$ cat config.mk
export PLATFORM = sky130hd
export DESIGN_NAME = two_axis_servo_slew_limiter
export DESIGN_NICKNAME = d
export VERILOG_FILES = /design/src/rtl/svsl_pkg.sv /design/src/rtl/svsl_front.sv /design/src/rtl/svsl_queue.sv /design/src/rtl/svsl_back.sv /design/src/rtl/two_axis_servo_slew_limiter.sv
export SDC_FILE = /design/constraint.sdc
export NUM_CORES = 1
export LEC_CHECK = 0
export BUFFER_PORTS_ARGS = -buffer_cell sky130_fd_sc_hd__buf_2
export CAP_MARGIN = 25
export CORE_MARGIN = 2
export CORE_UTILIZATION = 47
export DETAILED_ROUTE_END_ITERATION = 16
export GPL_ROUTABILITY_DRIVEN = 0
export PLACE_DENSITY = 0.66
export SYNTH_ARGS = -nofsm -noshare
export SYNTH_HDL_FRONTEND = slang
export SYNTH_SLANG_ARGS = --single-unit
$ cat constraint.sdc
create_clock -name clk -period 7.4 [get_ports clk]
set_clock_uncertainty 0.2 [all_clocks]
set_input_delay 1.11 -clock clk [delete_from_list [all_inputs] [get_ports clk]]
set_output_delay 1.11 -clock clk [all_outputs]
set_load 0.005 [all_outputs]
$ cat src/rtl/svsl_pkg.sv
// Shared types, constants and command codes for the two-axis servo slew limiter.
package svsl_pkg;

  // Angle limits in whole degrees
  localparam logic [7:0] ANGLE_MAX = 8'd180;
  localparam logic [7:0] ANGLE_MID = 8'd90;

  // Compass arithmetic, degrees x16
  localparam logic signed [14:0] FULL_TURN_X16 = 15'sd5760;
  localparam logic signed [14:0] HALF_TURN_X16 = 15'sd2880;
  localparam logic signed [14:0] ERR_LIMIT_X16 = 15'sd720;

  // Input opcodes
  localparam logic [2:0] OP_TICK    = 3'd0;
  localparam logic [2:0] OP_SET_AZ  = 3'd1;
  localparam logic [2:0] OP_SET_EL  = 3'd2;
  localparam logic [2:0] OP_NUDGE_L = 3'd3;
  localparam logic [2:0] OP_NUDGE_R = 3'd4;
  localparam logic [2:0] OP_COMPASS = 3'd5;

  // Configuration register indexes
  localparam logic [1:0] REG_ELEV_EN   = 2'd0;
  localparam logic [1:0] REG_NUDGE     = 2'd1;
  localparam logic [1:0] REG_SLEW      = 2'd2;
  localparam logic [1:0] REG_INTERVAL  = 2'd3;

  // Register reset values
  localparam logic [7:0]  NUDGE_RST    = 8'd10;
  localparam logic [7:0]  SLEW_RST     = 8'd3;
  localparam logic [15:0] INTERVAL_RST = 16'd40;

  localparam int QUEUE_DEPTH = 2;

  // Decoded command kinds; compass collapses into a set of azimuth
  typedef enum logic [2:0] {
    CMD_TICK    = 3'd0,
    CMD_SET_AZ  = 3'd1,
    CMD_SET_EL  = 3'd2,
    CMD_NUDGE_L = 3'd3,
    CMD_NUDGE_R = 3'd4,
    CMD_NOP     = 3'd5
  } cmd_kind_t;

  typedef struct packed {
    cmd_kind_t  kind;
    logic [7:0] value;   // clamped angle for a set
  } cmd_t;

  typedef struct packed {
    logic        elevation_enable;
    logic [7:0]  nudge_step;
    logic [7:0]  slew_step;
    logic [15:0] move_interval;
  } cfg_t;

endpackage

$ cat src/rtl/svsl_front.sv
// Front end: takes input words, decodes them and works out any absolute target.
module svsl_front (
  input  logic                clk,
  input  logic                rst,
  input  logic                in_valid,
  output logic                in_ready,
  input  logic [2:0]          opcode,
  input  logic signed [15:0]  angle,
  input  logic [12:0]         compass_heading,
  input  logic [12:0]         sun_azimuth,
  output logic                cmd_valid,
  input  logic                cmd_ready,
  output svsl_pkg::cmd_t      cmd
);
  import svsl_pkg::*;

  logic              f_valid;
  logic              f_valid_next;
  cmd_t              f_cmd;
  cmd_t              dec;
  logic [7:0]        set_angle;
  logic [7:0]        compass_angle;
  logic signed [14:0] e0, e1, e2, e3, emag;
  logic [5:0]        q;

  always_comb begin
    if (angle < 16'sd0) begin
      set_angle = 8'd0;
    end else if (angle > $signed({8'd0, ANGLE_MAX})) begin
      set_angle = ANGLE_MAX;
    end else begin
      set_angle = angle[7:0];
    end
  end

  // Heading error, wrapped once each way, clamped, truncated toward zero
  always_comb begin
    e0 = $signed({2'b00, sun_azimuth}) - $signed({2'b00, compass_heading});
    e1 = (e0 < -HALF_TURN_X16) ? e0 + FULL_TURN_X16 : e0;
    e2 = (e1 > HALF_TURN_X16) ? e1 - FULL_TURN_X16 : e1;
    if (e2 < -ERR_LIMIT_X16) begin
      e3 = -ERR_LIMIT_X16;
    end else if (e2 > ERR_LIMIT_X16) begin
      e3 = ERR_LIMIT_X16;
    end else begin
      e3 = e2;
    end
    emag = e3[14] ? -e3 : e3;
    q    = emag[9:4];
    compass_angle = e3[14] ? ANGLE_MID - {2'b00, q} : ANGLE_MID + {2'b00, q};
  end

  always_comb begin
    dec.value = set_angle;
    case (opcode)
      OP_TICK:    dec.kind = CMD_TICK;
      OP_SET_AZ:  dec.kind = CMD_SET_AZ;
      OP_SET_EL:  dec.kind = CMD_SET_EL;
      OP_NUDGE_L: dec.kind = CMD_NUDGE_L;
      OP_NUDGE_R: dec.kind = CMD_NUDGE_R;
      OP_COMPASS: begin
        dec.kind  = CMD_SET_AZ;
        dec.value = compass_angle;
      end
      default:    dec.kind = CMD_NOP;
    endcase
  end

  assign in_ready = !f_valid || cmd_ready;

  always_comb begin
    if (in_valid && in_ready) begin
      f_valid_next = 1'b1;
    end else if (cmd_ready) begin
      f_valid_next = 1'b0;
    end else begin
      f_valid_next = f_valid;
    end
  end

  always_ff @(posedge clk) begin
    if (rst) begin
      f_valid <= 1'b0;
    end else begin
      f_valid <= f_valid_next;
    end
  end

  always_ff @(posedge clk) begin
    if (in_valid && in_ready) begin
      f_cmd <= dec;
    end
  end

  assign cmd_valid = f_valid;
  assign cmd       = f_cmd;

endmodule

$ cat src/rtl/svsl_queue.sv
// Two-entry command queue between the front and back ends.
module svsl_queue (
  input  logic           clk,
  input  logic           rst,
  input  logic           wr_valid,
  output logic           wr_ready,
  input  svsl_pkg::cmd_t wr_cmd,
  output logic           rd_valid,
  input  logic           rd_ready,
  output svsl_pkg::cmd_t rd_cmd
);
  import svsl_pkg::*;

  localparam int PTR_W = $clog2(QUEUE_DEPTH);

  cmd_t               slots [QUEUE_DEPTH];
  logic [PTR_W-1:0]   wr_ptr;
  logic [PTR_W-1:0]   rd_ptr;
  logic [PTR_W:0]     count;
  logic               push, pop;

  assign wr_ready = (count != QUEUE_DEPTH[PTR_W:0]);
  assign rd_valid = (count != '0);
  assign push     = wr_valid && wr_ready;
  assign pop      = rd_valid && rd_ready;
  assign rd_cmd   = slots[rd_ptr];

  always_ff @(posedge clk) begin
    if (rst) begin
      wr_ptr <= '0;
      rd_ptr <= '0;
      count  <= '0;
    end else begin
      if (push) begin
        wr_ptr <= (wr_ptr == PTR_W'(QUEUE_DEPTH - 1)) ? '0 : wr_ptr + 1'b1;
      end
      if (pop) begin
        rd_ptr <= (rd_ptr == PTR_W'(QUEUE_DEPTH - 1)) ? '0 : rd_ptr + 1'b1;
      end
      case ({push, pop})
        2'b10:   count <= count + 1'b1;
        2'b01:   count <= count - 1'b1;
        default: count <= count;
      endcase
    end
  end

  always_ff @(posedge clk) begin
    if (push) begin
      slots[wr_ptr] <= wr_cmd;
    end
  end

endmodule

$ cat src/rtl/svsl_back.sv
// Back end: holds axis state, executes commands, registers the result word.
module svsl_back (
  input  logic           clk,
  input  logic           rst,
  input  svsl_pkg::cfg_t cfg,
  input  logic           cmd_valid,
  output logic           cmd_ready,
  input  svsl_pkg::cmd_t cmd,
  output logic           out_valid,
  input  logic           out_ready,
  output logic [7:0]     azimuth_angle,
  output logic [7:0]     elevation_angle,
  output logic [7:0]     azimuth_target,
  output logic [7:0]     elevation_target,
  output logic           azimuth_moved,
  output logic           elevation_moved
);
  import svsl_pkg::*;

  logic [7:0]  az_now, az_goal, el_now, el_goal;
  logic [7:0]  az_now_next, az_goal_next, el_now_next, el_goal_next;
  logic [15:0] ticks, ticks_next, ticks_inc;
  logic        az_mv, el_mv, az_mv_next, el_mv_next;
  logic        fire, take;
  logic [7:0]  az_slew, el_slew;
  logic        az_off, el_off;
  logic signed [9:0] nudged;
  logic [7:0]  nudge_clamped;

  // One axis step toward its goal; off flags an axis not on target
  function automatic logic [8:0] slew_axis(input logic [7:0] now, input logic [7:0] goal,
                                           input logic [7:0] step);
    logic [7:0] mag;
    logic [7:0] res;
    mag = (goal > now) ? goal - now : now - goal;
    if (mag <= step) begin
      res = goal;
    end else if (goal > now) begin
      res = now + step;
    end else begin
      res = now - step;
    end
    return {goal != now, res};
  endfunction

  assign cmd_ready = !out_valid || out_ready;
  assign take      = cmd_valid && cmd_ready;

  assign ticks_inc = (ticks != 16'hFFFF) ? ticks + 16'd1 : ticks;
  assign fire      = (ticks_inc >= cfg.move_interval);
  assign {az_off, az_slew} = slew_axis(az_now, az_goal, cfg.slew_step);
  assign {el_off, el_slew} = slew_axis(el_now, el_goal, cfg.slew_step);

  always_comb begin
    if (cmd.kind == CMD_NUDGE_L) begin
      nudged = $signed({2'b00, az_goal}) - $signed({2'b00, cfg.nudge_step});
    end else begin
      nudged = $signed({2'b00, az_goal}) + $signed({2'b00, cfg.nudge_step});
    end
    if (nudged < 10'sd0) begin
      nudge_clamped = 8'd0;
    end else if (nudged > $signed({2'b00, ANGLE_MAX})) begin
      nudge_clamped = ANGLE_MAX;
    end else begin
      nudge_clamped = nudged[7:0];
    end
  end

  always_comb begin
    az_now_next  = az_now;
    az_goal_next = az_goal;
    el_now_next  = el_now;
    el_goal_next = el_goal;
    ticks_next   = ticks;
    az_mv_next   = 1'b0;
    el_mv_next   = 1'b0;
    case (cmd.kind)
      CMD_TICK: begin
        ticks_next = fire ? 16'd0 : ticks_inc;
        if (fire) begin
          az_now_next = az_slew;
          az_mv_next  = az_off;
          if (cfg.elevation_enable) begin
            el_now_next = el_slew;
            el_mv_next  = el_off;
          end
        end
      end
      CMD_SET_AZ: az_goal_next = cmd.value;
      CMD_SET_EL: begin
        if (cfg.elevation_enable) begin
          el_goal_next = cmd.value;
        end
      end
      CMD_NUDGE_L, CMD_NUDGE_R: az_goal_next = nudge_clamped;
      default: ;
    endcase
  end

  always_ff @(posedge clk) begin
    if (rst) begin
      az_now    <= ANGLE_MID;
      az_goal   <= ANGLE_MID;
      el_now    <= ANGLE_MID;
      el_goal   <= ANGLE_MID;
      ticks     <= '0;
      az_mv     <= 1'b0;
      el_mv     <= 1'b0;
      out_valid <= 1'b0;
    end else begin
      if (take) begin
        az_now    <= az_now_next;
        az_goal   <= az_goal_next;
        el_now    <= el_now_next;
        el_goal   <= el_goal_next;
        ticks     <= ticks_next;
        az_mv     <= az_mv_next;
        el_mv     <= el_mv_next;
        out_valid <= 1'b1;
      end else if (out_ready) begin
        out_valid <= 1'b0;
      end
    end
  end

  // State only changes when the result slot is free, so it is the result
  assign azimuth_angle    = az_now;
  assign elevation_angle  = el_now;
  assign azimuth_target   = az_goal;
  assign elevation_target = el_goal;
  assign azimuth_moved    = az_mv;
  assign elevation_moved  = el_mv;

endmodule

$ cat src/rtl/two_axis_servo_slew_limiter.sv
// Top level of the two-axis servo slew limiter: config registers, front, queue, back.
// Accepts one input word per clock while the output keeps up and returns exactly one
// result word per input, in order. The accepting edge loads the decode register; a
// word then passes through the two-entry queue and the execute stage, whose state
// registers double as the result register. With the output side ready, throughput
// is one word per cycle; a stalled output fills the queue and then backs up to
// in_ready. Opcodes: 0 tick (one millisecond), 1 set azimuth, 2 set elevation, 3/4
// nudge azimuth left/right, 5 compass-derived azimuth, 6/7 no operation. Angles are
// whole degrees clamped to 0..180; compass inputs are degrees x16. Every
// move_interval ticks the azimuth axis, and the elevation axis when elevation_enable
// is set, step toward their targets by at most slew_step. Configuration (index 0
// elevation_enable, 1 nudge_step, 2 slew_step, 3 move_interval) is always ready
// and takes effect on the next word; write it only while the block is idle.
module two_axis_servo_slew_limiter (
  input  logic               clk,
  input  logic               rst,
  // configuration write channel
  input  logic               cfg_valid,
  output logic               cfg_ready,
  input  logic [1:0]         cfg_index,
  input  logic [15:0]        cfg_data,
  // input word channel
  input  logic               in_valid,
  output logic               in_ready,
  input  logic [2:0]         opcode,
  input  logic signed [15:0] angle,
  input  logic [12:0]        compass_heading,
  input  logic [12:0]        sun_azimuth,
  // result word channel
  output logic               out_valid,
  input  logic               out_ready,
  output logic [7:0]         azimuth_angle,
  output logic [7:0]         elevation_angle,
  output logic [7:0]         azimuth_target,
  output logic [7:0]         elevation_target,
  output logic               azimuth_moved,
  output logic               elevation_moved
);
  import svsl_pkg::*;

  cfg_t  cfg;
  logic  f_valid, f_ready;
  cmd_t  f_cmd;
  logic  q_valid, q_ready;
  cmd_t  q_cmd;

  // Configuration registers; writes are never stalled
  assign cfg_ready = 1'b1;

  always_ff @(posedge clk) begin
    if (rst) begin
      cfg.elevation_enable <= 1'b0;
      cfg.nudge_step       <= NUDGE_RST;
      cfg.slew_step        <= SLEW_RST;
      cfg.move_interval    <= INTERVAL_RST;
    end else if (cfg_valid && cfg_ready) begin
      case (cfg_index)
        REG_ELEV_EN:  cfg.elevation_enable <= cfg_data[0];
        REG_NUDGE:    cfg.nudge_step       <= cfg_data[7:0];
        REG_SLEW:     cfg.slew_step        <= cfg_data[7:0];
        REG_INTERVAL: cfg.move_interval    <= cfg_data;
        default: ;
      endcase
    end
  end

  // Decode and compass arithmetic
  svsl_front u_front (
    .clk             (clk),
    .rst             (rst),
    .in_valid        (in_valid),
    .in_ready        (in_ready),
    .opcode          (opcode),
    .angle           (angle),
    .compass_heading (compass_heading),
    .sun_azimuth     (sun_azimuth),
    .cmd_valid       (f_valid),
    .cmd_ready       (f_ready),
    .cmd             (f_cmd)
  );

  // Decouples decode from execution
  svsl_queue u_queue (
    .clk      (clk),
    .rst      (rst),
    .wr_valid (f_valid),
    .wr_ready (f_ready),
    .wr_cmd   (f_cmd),
    .rd_valid (q_valid),
    .rd_ready (q_ready),
    .rd_cmd   (q_cmd)
  );

  // Axis state, tick counter and slew
  svsl_back u_back (
    .clk              (clk),
    .rst              (rst),
    .cfg              (cfg),
    .cmd_valid        (q_valid),
    .cmd_ready        (q_ready),
    .cmd              (q_cmd),
    .out_valid        (out_valid),
    .out_ready        (out_ready),
    .azimuth_angle    (azimuth_angle),
    .elevation_angle  (elevation_angle),
    .azimuth_target   (azimuth_target),
    .elevation_target (elevation_target),
    .azimuth_moved    (azimuth_moved),
    .elevation_moved  (elevation_moved)
  );

`ifndef NO_ASSERTIONS
  // Elevation can only report a move while the axis is enabled
  a_el_moved_enabled: assert property (@(posedge clk) disable iff (rst)
    (out_valid && elevation_moved) |-> cfg.elevation_enable)
    else $error("elevation moved while disabled");

  // Every angle and target stays inside the servo range
  a_angle_range: assert property (@(posedge clk) disable iff (rst)
    (azimuth_angle <= ANGLE_MAX) && (elevation_angle <= ANGLE_MAX) &&
    (azimuth_target <= ANGLE_MAX) && (elevation_target <= ANGLE_MAX))
    else $error("angle out of range");

  // A freshly executed word with a moved flag leaves the axis somewhere new
  a_az_moved_step: assert property (@(posedge clk) disable iff (rst)
    (out_valid && azimuth_moved && cfg.slew_step != 8'd0 && $past(q_valid && q_ready)) |->
      (azimuth_angle != $past(azimuth_angle) || $past(rst)))
    else $error("azimuth moved flag without a change");

  // No result is offered straight after reset
  a_reset_empty: assert property (@(posedge clk)
    rst |=> !out_valid)
    else $error("result offered after reset");
`endif

endmodule
==> out/qor.txt, run 1 <==
Area leader, netlist: dfxtp_1
Post-CTS Setup Bufs: 0
Crit-path max FO: 11
Final wirelength: 26500 um
Chip width: 156 um
DRT iter0 DRCs: 566
Unrepaired setup endpoints after global routing: no
GRT Total Usage: 0.224
Critical Path Start Type: primary input
Slew Limit Fails: 0
Worst Setup SP: sun_azimuth[0]
H-tree depth: 4
FF+latch count, synth: 123
Clock Sinks: 123
Layout net count: 1551
Max transition margin: 0.325
Max Cap Viol: 0
Buffers on Ports: 103
Data required time of the critical path: 7.37 ns
Synth Area per Inst: 8.48 um^2
XOR/XNOR share of the synthesized area: 0.0629
Die area: 24300 um^2
R2r startpoint: u_back.ticks[4]
Top post-synthesis cells by area: dfxtp_1, ha_1, edfxtp_1
Drt via density: 5.63
Comb pwr share: 0.569
Root buffer cell: clkbuf_16
Core area: 22600 um^2
Mux contribution to synthesized area: 0.0586
Yosys warning count: 0
GRT Residual Overflow: 0
Vias in the first global route: 8854
Final hold slack: 0.245 ns
Largest family of logic cells by synthesized area: compound AO/OA/AOI/OAI gates
Clock share of power: 0.215
HP Class: register to register
Maximum vdd drop: 0.000178 V
Fillers: 2101
N_diodes: 0
DR DRC count: 0
Mapped Cells: 1277
Post-synth ARST share: 0
Die Ht: 156 um
Post-synth EDFFs: 33
CTS resizes: 0
Synthesized net count: 1466
Placed cell area: 11500 um^2
Clock transition at path regs: 0.06 ns
Hold_sp: u_front.cmd[7]
FF-to-FF path depth: 23
Routed length per instance: 16.0 um
Type of destination of the critical path: register
Share of layout cells above drive strength 1: 0.164
Num CTS Buffers: 17
Largest net degree at the start of global routing: 93
Register area share after synthesis: 0.258
First drt pass iteration count: 5
Sw power: 0.00166 W
Row Count: 55
Post-DP HPWL: 20600 um
Pwr Density: 313 nW/um^2
Kind of critical path: primary input to register
Worst-Skew Late Latency: 0.43 ns
First-pass GRT wire length: 44100 um
Mapped Area: 10800 um^2
Tmin final: 6.57 ns
Synth Flop Type: dfxtp_1
Pin slew with the least headroom to its limit: 1.01 ns
Seq pwr share: 0.216
CTS max path bufs: 2
Final period util: 0.888
Final setup viols: 0
Setup TNS: 0 ns
Switching Share: 0.438
Achievable Freq: 152 MHz
Hold path depth: 0
Post-DRT Antenna Nets: 0
Final Hold Vio Count: 0
Post-synth cell types: 106
Leak: 5.35 nW
TritonCTS clock tree: done
Initial Util: 0.478
Synth Area in Simple Gates: 0.164
Post-synthesis compound-gate area fraction: 0.246
P_int: 0.00213 W
Initial antenna violation count: 0
Adder-Cell Fraction of Synth Area: 0.147
Yosys top cell area share: 0.166
I/O pins: 105
Run status: finished clean
Crit path DAT: 6.54 ns
Vias: 9349
P&R area growth vs syn: 12.1%
Post-CTS Hold Fix Bufs: 0
Post-route cell area: 12100 um^2
-- registers in the layout, indices dropped and copies added, names as in the netlist, named ones only --
signal and flops:
cfg 33, u_queue.slots 22, u_back.ticks 16, u_front.cmd 11
u_back.azimuth_angle 8, u_back.azimuth_target 8, u_back.elevation_angle 8, u_back.elevation_target 8
u_queue.count 2, u_back.azimuth_moved 1, u_back.elevation_moved 1, u_back.out_valid 1
u_front.cmd_valid 1, u_queue.rd_ptr 1, u_queue.wr_ptr 1
-- cell type report --
class	instances	area, um^2	area share
repair buffers	113	591	0.0487
well taps	285	357	0.0294
multi-input cells	985	7360	0.606
flip-flops and latches	123	2790	0.230
inverters	122	458	0.0377
clock inverters	15	153	0.0126
clock buffers	17	425	0.0351
-- placed cells by master (no fill, tap or decap), types with 9 or more instances in the layout --
cell type and count:
clkbuf_16 17, and3_1 14, a21oi_1 89, fa_1 9
nand4_1 11, xnor2_1 47, o21ai_0 43, a2bb2oi_1 11
edfxtp_1 33, o22ai_1 9, nand3_1 28, nand2b_1 14
buf_2 103, inv_1 120, o211ai_1 15, xor2_1 22
buf_4 10, nor2b_1 14, a211oi_1 17, mux2i_1 49
o21a_1 16, dfxtp_1 90, mux2_2 9, a21o_1 42
nand2_1 116, ha_1 112, a211o_1 16, nor2_1 104
nor3_1 16
-- cell usage after synthesis, types with 6 or more instances --
library cell / number
a211o_1: 16
a211oi_1: 17
a21o_1: 42
a21oi_1: 89
a2bb2oi_1: 11
a31oi_1: 6
and2_1: 6
and3_1: 14
clkbuf_1: 33
dfxtp_1: 90
edfxtp_1: 33
fa_1: 9
ha_1: 112
inv_1: 120
mux2_2: 9
mux2i_1: 49
nand2_1: 116
nand2b_1: 14
nand3_1: 28
nand4_1: 11
nor2_1: 104
nor2b_1: 14
nor3_1: 16
o211ai_1: 15
o21a_1: 16
o21ai_0: 43
o21ai_1: 7
o21bai_1: 6
o22ai_1: 9
o31ai_1: 7
or2_2: 7
or3_1: 8
xnor2_1: 47
xor2_1: 22
-- worst max-delay path, stage by stage --
cell and delay (ns):
buf_2 0.09, inv_1 0.04, ha_1 0.15, inv_1 0.05, fa_1 0.42, a211oi_2 0.22, o21a_4 0.22, nand2b_1 0.14
and3_1 0.32, inv_2 0.08, ha_1 0.20, a32o_1 0.27, o21a_4 0.24, o22ai_4 0.28, mux2i_1 0.39, and2_4 0.30
nand2_1 0.08, o31ai_1 0.47, nand2_2 0.21, o21ai_0 0.20, a21oi_1 0.11, ha_1 0.24, a41oi_1 0.14, o21ai_0 0.14
o22ai_1 0.16, xnor2_1 0.15, o22ai_1 0.10
-- metrics by stage --
stage	setup slack, ns	instances	utilization	total power [W]
3_3_place_gp	0.693	1625	0.509	0.00293
4_1_cts	0.911	1659	0.536	0.00379
5_1_grt	0.308	1660	0.536	0.00408
3_5_place_dp	0.448	1627	0.510	0.00296
2_1_floorplan	1.21	1277	-	0.00252
6_report	0.830	1660	0.536	0.00379
-- kinds of logic (layout without fill, tap and decap cells) --
| group | count (synthesis) | after routing |
|---|---|---|
| and+or+nand+nor | 372 | 372 |
| AOI/OAI and AO/OA | 356 | 356 |
| buffers and inverters | 169 | 267 |
| DFF | 123 | 123 |
| adders and majority gates | 122 | 122 |
| xor gates and xnor gates | 73 | 73 |
| muxes | 61 | 61 |
| other | 1 | 1 |
-- metal layers --
metal / up-vias / GRT usage / part of all wire
met4: 0 / 0.0716 / 0.021
met3: 45 / 0.0364 / 0.037
met1: 4388 / 0.296 / 0.47
met2: 191 / 0.377 / 0.47
met5: - / 0 / 0
li1: 4725 / - / -
-- final timing paths --
| kind | endpoint | slack, ns |
|---|---|---|
| worst max-delay path | u_front.cmd[3] | 0.83 |
| worst max register to register | u_back.azimuth_moved | 1.30 |
| worst min-delay path | u_queue.slots[1][7] | 0.25 |
| worst min register to register | u_queue.slots[1][7] | 0.25 |
-- power groups by stage --
stage	Combinational [W]	Sequential (W)	Clock [W]
detailed placement	0.00213	0.000835	0
finish	0.00216	0.000820	0.000815
global route	0.00239	0.000830	0.000860
global placement	0.00210	0.000832	0
floorplan	0.00172	0.000800	0
CTS	0.00214	0.000820	0.000830
Note: power is estimated with default switching activity, not from simulation.
==> inputs of run 2 (changes only) <==
--- a/config.mk
+++ b/config.mk
@@ -5,6 +5,8 @@
 export SDC_FILE = /design/constraint.sdc
 export NUM_CORES = 1
 export LEC_CHECK = 0
+export ABC_AREA = 1
+export ABC_CLOCK_PERIOD_IN_PS = 7400
 export BUFFER_PORTS_ARGS = -buffer_cell sky130_fd_sc_hd__buf_2
 export CAP_MARGIN = 25
 export CORE_MARGIN = 2
==> out/qor.txt, run 2 <==
Synthesized net count: 1625
Core area: 21200 um^2
Buffers on Ports: 103
Share of layout cells above drive strength 1: 0.136
Slowest Stage Delay on Critical Path: 0.37 ns
Post-route cell area: 11600 um^2
Crit path DAT: 5.58 ns
Most used cell, CP: nand2_1
Top post-synthesis cells by area: dfxtp_1, ha_1, nand2_1
CTS resizes: 0
Maximum vdd drop: 0.000331 V
Fillers: 2044
DRT iter0 DRCs: 536
TritonCTS clock tree: done
Clock transition at path regs: 0.05 ns
Drt via density: 5.20
Max transition margin: 0.355
Mapped Area: 10200 um^2
Clock Sinks: 123
Die Ht: 151 um
Max Cap Viol: 0
Multi-input gate area: 6370 um^2
Post-DP HPWL: 19900 um
Final period util: 0.758
R2r startpoint: u_back.elevation_target[0]
Die area: 22900 um^2
Synth Flop Type: dfxtp_1
Vias: 9475
HP Class: register to register
Hold_sp: u_front.cmd[2]
Worst-Skew Late Latency: 0.42 ns
Yosys warning count: 0
Most common cell after layout, fill and taps aside: nand2_1
Hold path depth: 0
Reg-to-reg setup timing slack: 1.91 ns
Most frequent cells in the layout: nand2_1, inv_1, a21oi_1
Routed length per instance: 13.8 um
P_int: 0.00215 W
Initial Util: 0.483
Endpoint, Worst Hold: u_queue.slots[1][2]
Post-synth ARST share: 0
Post-DRT Antenna Nets: 0
Run status: finished clean
Synth Area per Inst: 7.12 um^2
Post-CTS Setup Bufs: 0
Pwr Density: 360 nW/um^2
Most flop-heavy register: cfg
FF+latch count, synth: 123
Switching Share: 0.485
M2 GR Usage: 0.387
Tmin final: 5.61 ns
Critical Path Start Type: primary input
First drt pass iteration count: 5
Top post-synthesis cells by count: nand2_1, inv_1, a21oi_1
Final wirelength: 25200 um
Yosys top cell area share: 0.176
Comb pwr share: 0.603
Leak: 5.66 nW
CP max-delay cell: fa_1
Row Count: 53
Crit-path max FO: 12
GRT Total Usage: 0.225
H-tree depth: 4
Type of destination of the critical path: register
Final Hold Vio Count: 0
Post-synth cell types: 54
Placed cell area: 11000 um^2
Mapped Cells: 1436
Met1 Resource Use GR: 0.297
Storage element area: 2790 um^2
GRT busiest layer: met2
I/O pins: 105
Num CTS Buffers: 17
Register area share after synthesis: 0.273
Initial antenna violation count: 0
Final setup viols: 0
Kind of critical path: primary input to register
P&R area growth vs syn: 13.4%
Post-synth EDFFs: 33
Area leader, netlist: dfxtp_1
Seq pwr share: 0.202
Reg2reg end: u_back.elevation_angle[1]
Max FFs per register: 33
N_diodes: 0
Sw power: 0.00203 W
Setup TNS: 0 ns
Biggest regs: cfg x33, u_queue.slots x22, u_back.ticks x16
Root buffer cell: clkbuf_16
Slew Limit Fails: 0
Chip width: 151 um
Count leader, synth: nand2_1
Vias in the first global route: 8754
Achievable Freq: 178 MHz
Layout net count: 1723
DR DRC count: 0
GRT Residual Overflow: 0
Met3 GRT Util: 0.0344
Data required time of the critical path: 7.36 ns
First-pass GRT wire length: 41400 um
Clock share of power: 0.196
Pin slew with the least headroom to its limit: 0.964 ns
Post-CTS Hold Fix Bufs: 0
FF-to-FF path depth: 25
Unrepaired setup endpoints after global routing: no
Largest net degree at the start of global routing: 42
CTS max path bufs: 2
-- run 2: cell count changes after synthesis, moves of 16 or more --
cell	previous run	this run
o21ai_0	43	115
xnor2_1	47	10
mux2i_1	49	8
a21oi_1	89	142
xor2_1	22	44
a21o_1	42	3
nand3_1	28	61
inv_1	120	232
nand2_1	116	265
nand2_2	2	21
a211o_1	16	0
-- run 2: final cells by class --
class	instances	area share
clock buffer	17	0.0367
clock inverter	15	0.0127
inverter	251	0.0817
multi-input combinational	1032	0.550
sequential	123	0.241
tap	275	0.0297
timing repair buffer	109	0.0487
-- run 2: kinds of logic (layout without fill, tap and decap cells) --
logic type / count (synthesis) / count (layout) / synth area share
muxes: 9 / 9 / 0.00894
other: 1 / 1 / 0.000367
DFF: 123 / 123 / 0.273
adders and majority gates: 121 / 121 / 0.155
xor gates and xnor gates: 57 / 57 / 0.0510
buffers and inverters: 281 / 392 / 0.105
AOI/OAI and AO/OA: 337 / 337 / 0.187
and+or+nand+nor: 507 / 507 / 0.220
-- run 2: how the worst max path moves through the flow --
stage                        start        endpoint  slack [ns]  cells after the start
detailed placement  sun_azimuth[0]  u_front.cmd[4]        1.35                     42
global placement    sun_azimuth[0]  u_front.cmd[4]        1.50                     42
global route        sun_azimuth[0]  u_front.cmd[4]        1.27                     42
finish              sun_azimuth[0]  u_front.cmd[4]        1.79                     40
floorplan           sun_azimuth[0]  u_front.cmd[4]        2.09                     42
CTS                 sun_azimuth[0]  u_front.cmd[4]        1.78                     42
-- run 2: per-layer routing --
metal	wire (um)	up-vias
li1	-	4926
met2	11800	193
met4	339	0
met5	0	-
met1	12000	4333
met3	1010	23
-- run 2: through the flow --
step / utilization / instances / hold slack (ns) / setup WS, ns / power (W)
after floorplan: - / 1436 / 0.221 / 2.09 / 0.00281
after global placement: 0.520 / 1789 / 0.226 / 1.50 / 0.00331
after detailed placement: 0.521 / 1790 / 0.234 / 1.35 / 0.00335
after CTS: 0.548 / 1822 / 0.247 / 1.78 / 0.00418
after global routing: 0.548 / 1822 / 0.257 / 1.27 / 0.00459
final: 0.548 / 1822 / 0.243 / 1.79 / 0.00418
-- run 2: critical path, delay by kind of cell --
kind                     cells  cell delay, ns
AND/OR/NAND/NOR             26            2.53
adder cells (fa/ha/maj)      4            0.93
buffers and inverters        8            0.57
AO/OA/AOI/OAI                2            0.46
-- run 2: power groups by stage --
stage	Combinational [W]	Clock, W	Sequential (W)
final	0.00252	0.000817	0.000842
after global routing	0.00288	0.000854	0.000853
after CTS	0.00251	0.000824	0.000842
after detailed placement	0.00250	0	0.000855
after global placement	0.00246	0	0.000852
after floorplan	0.00199	0	0.000823
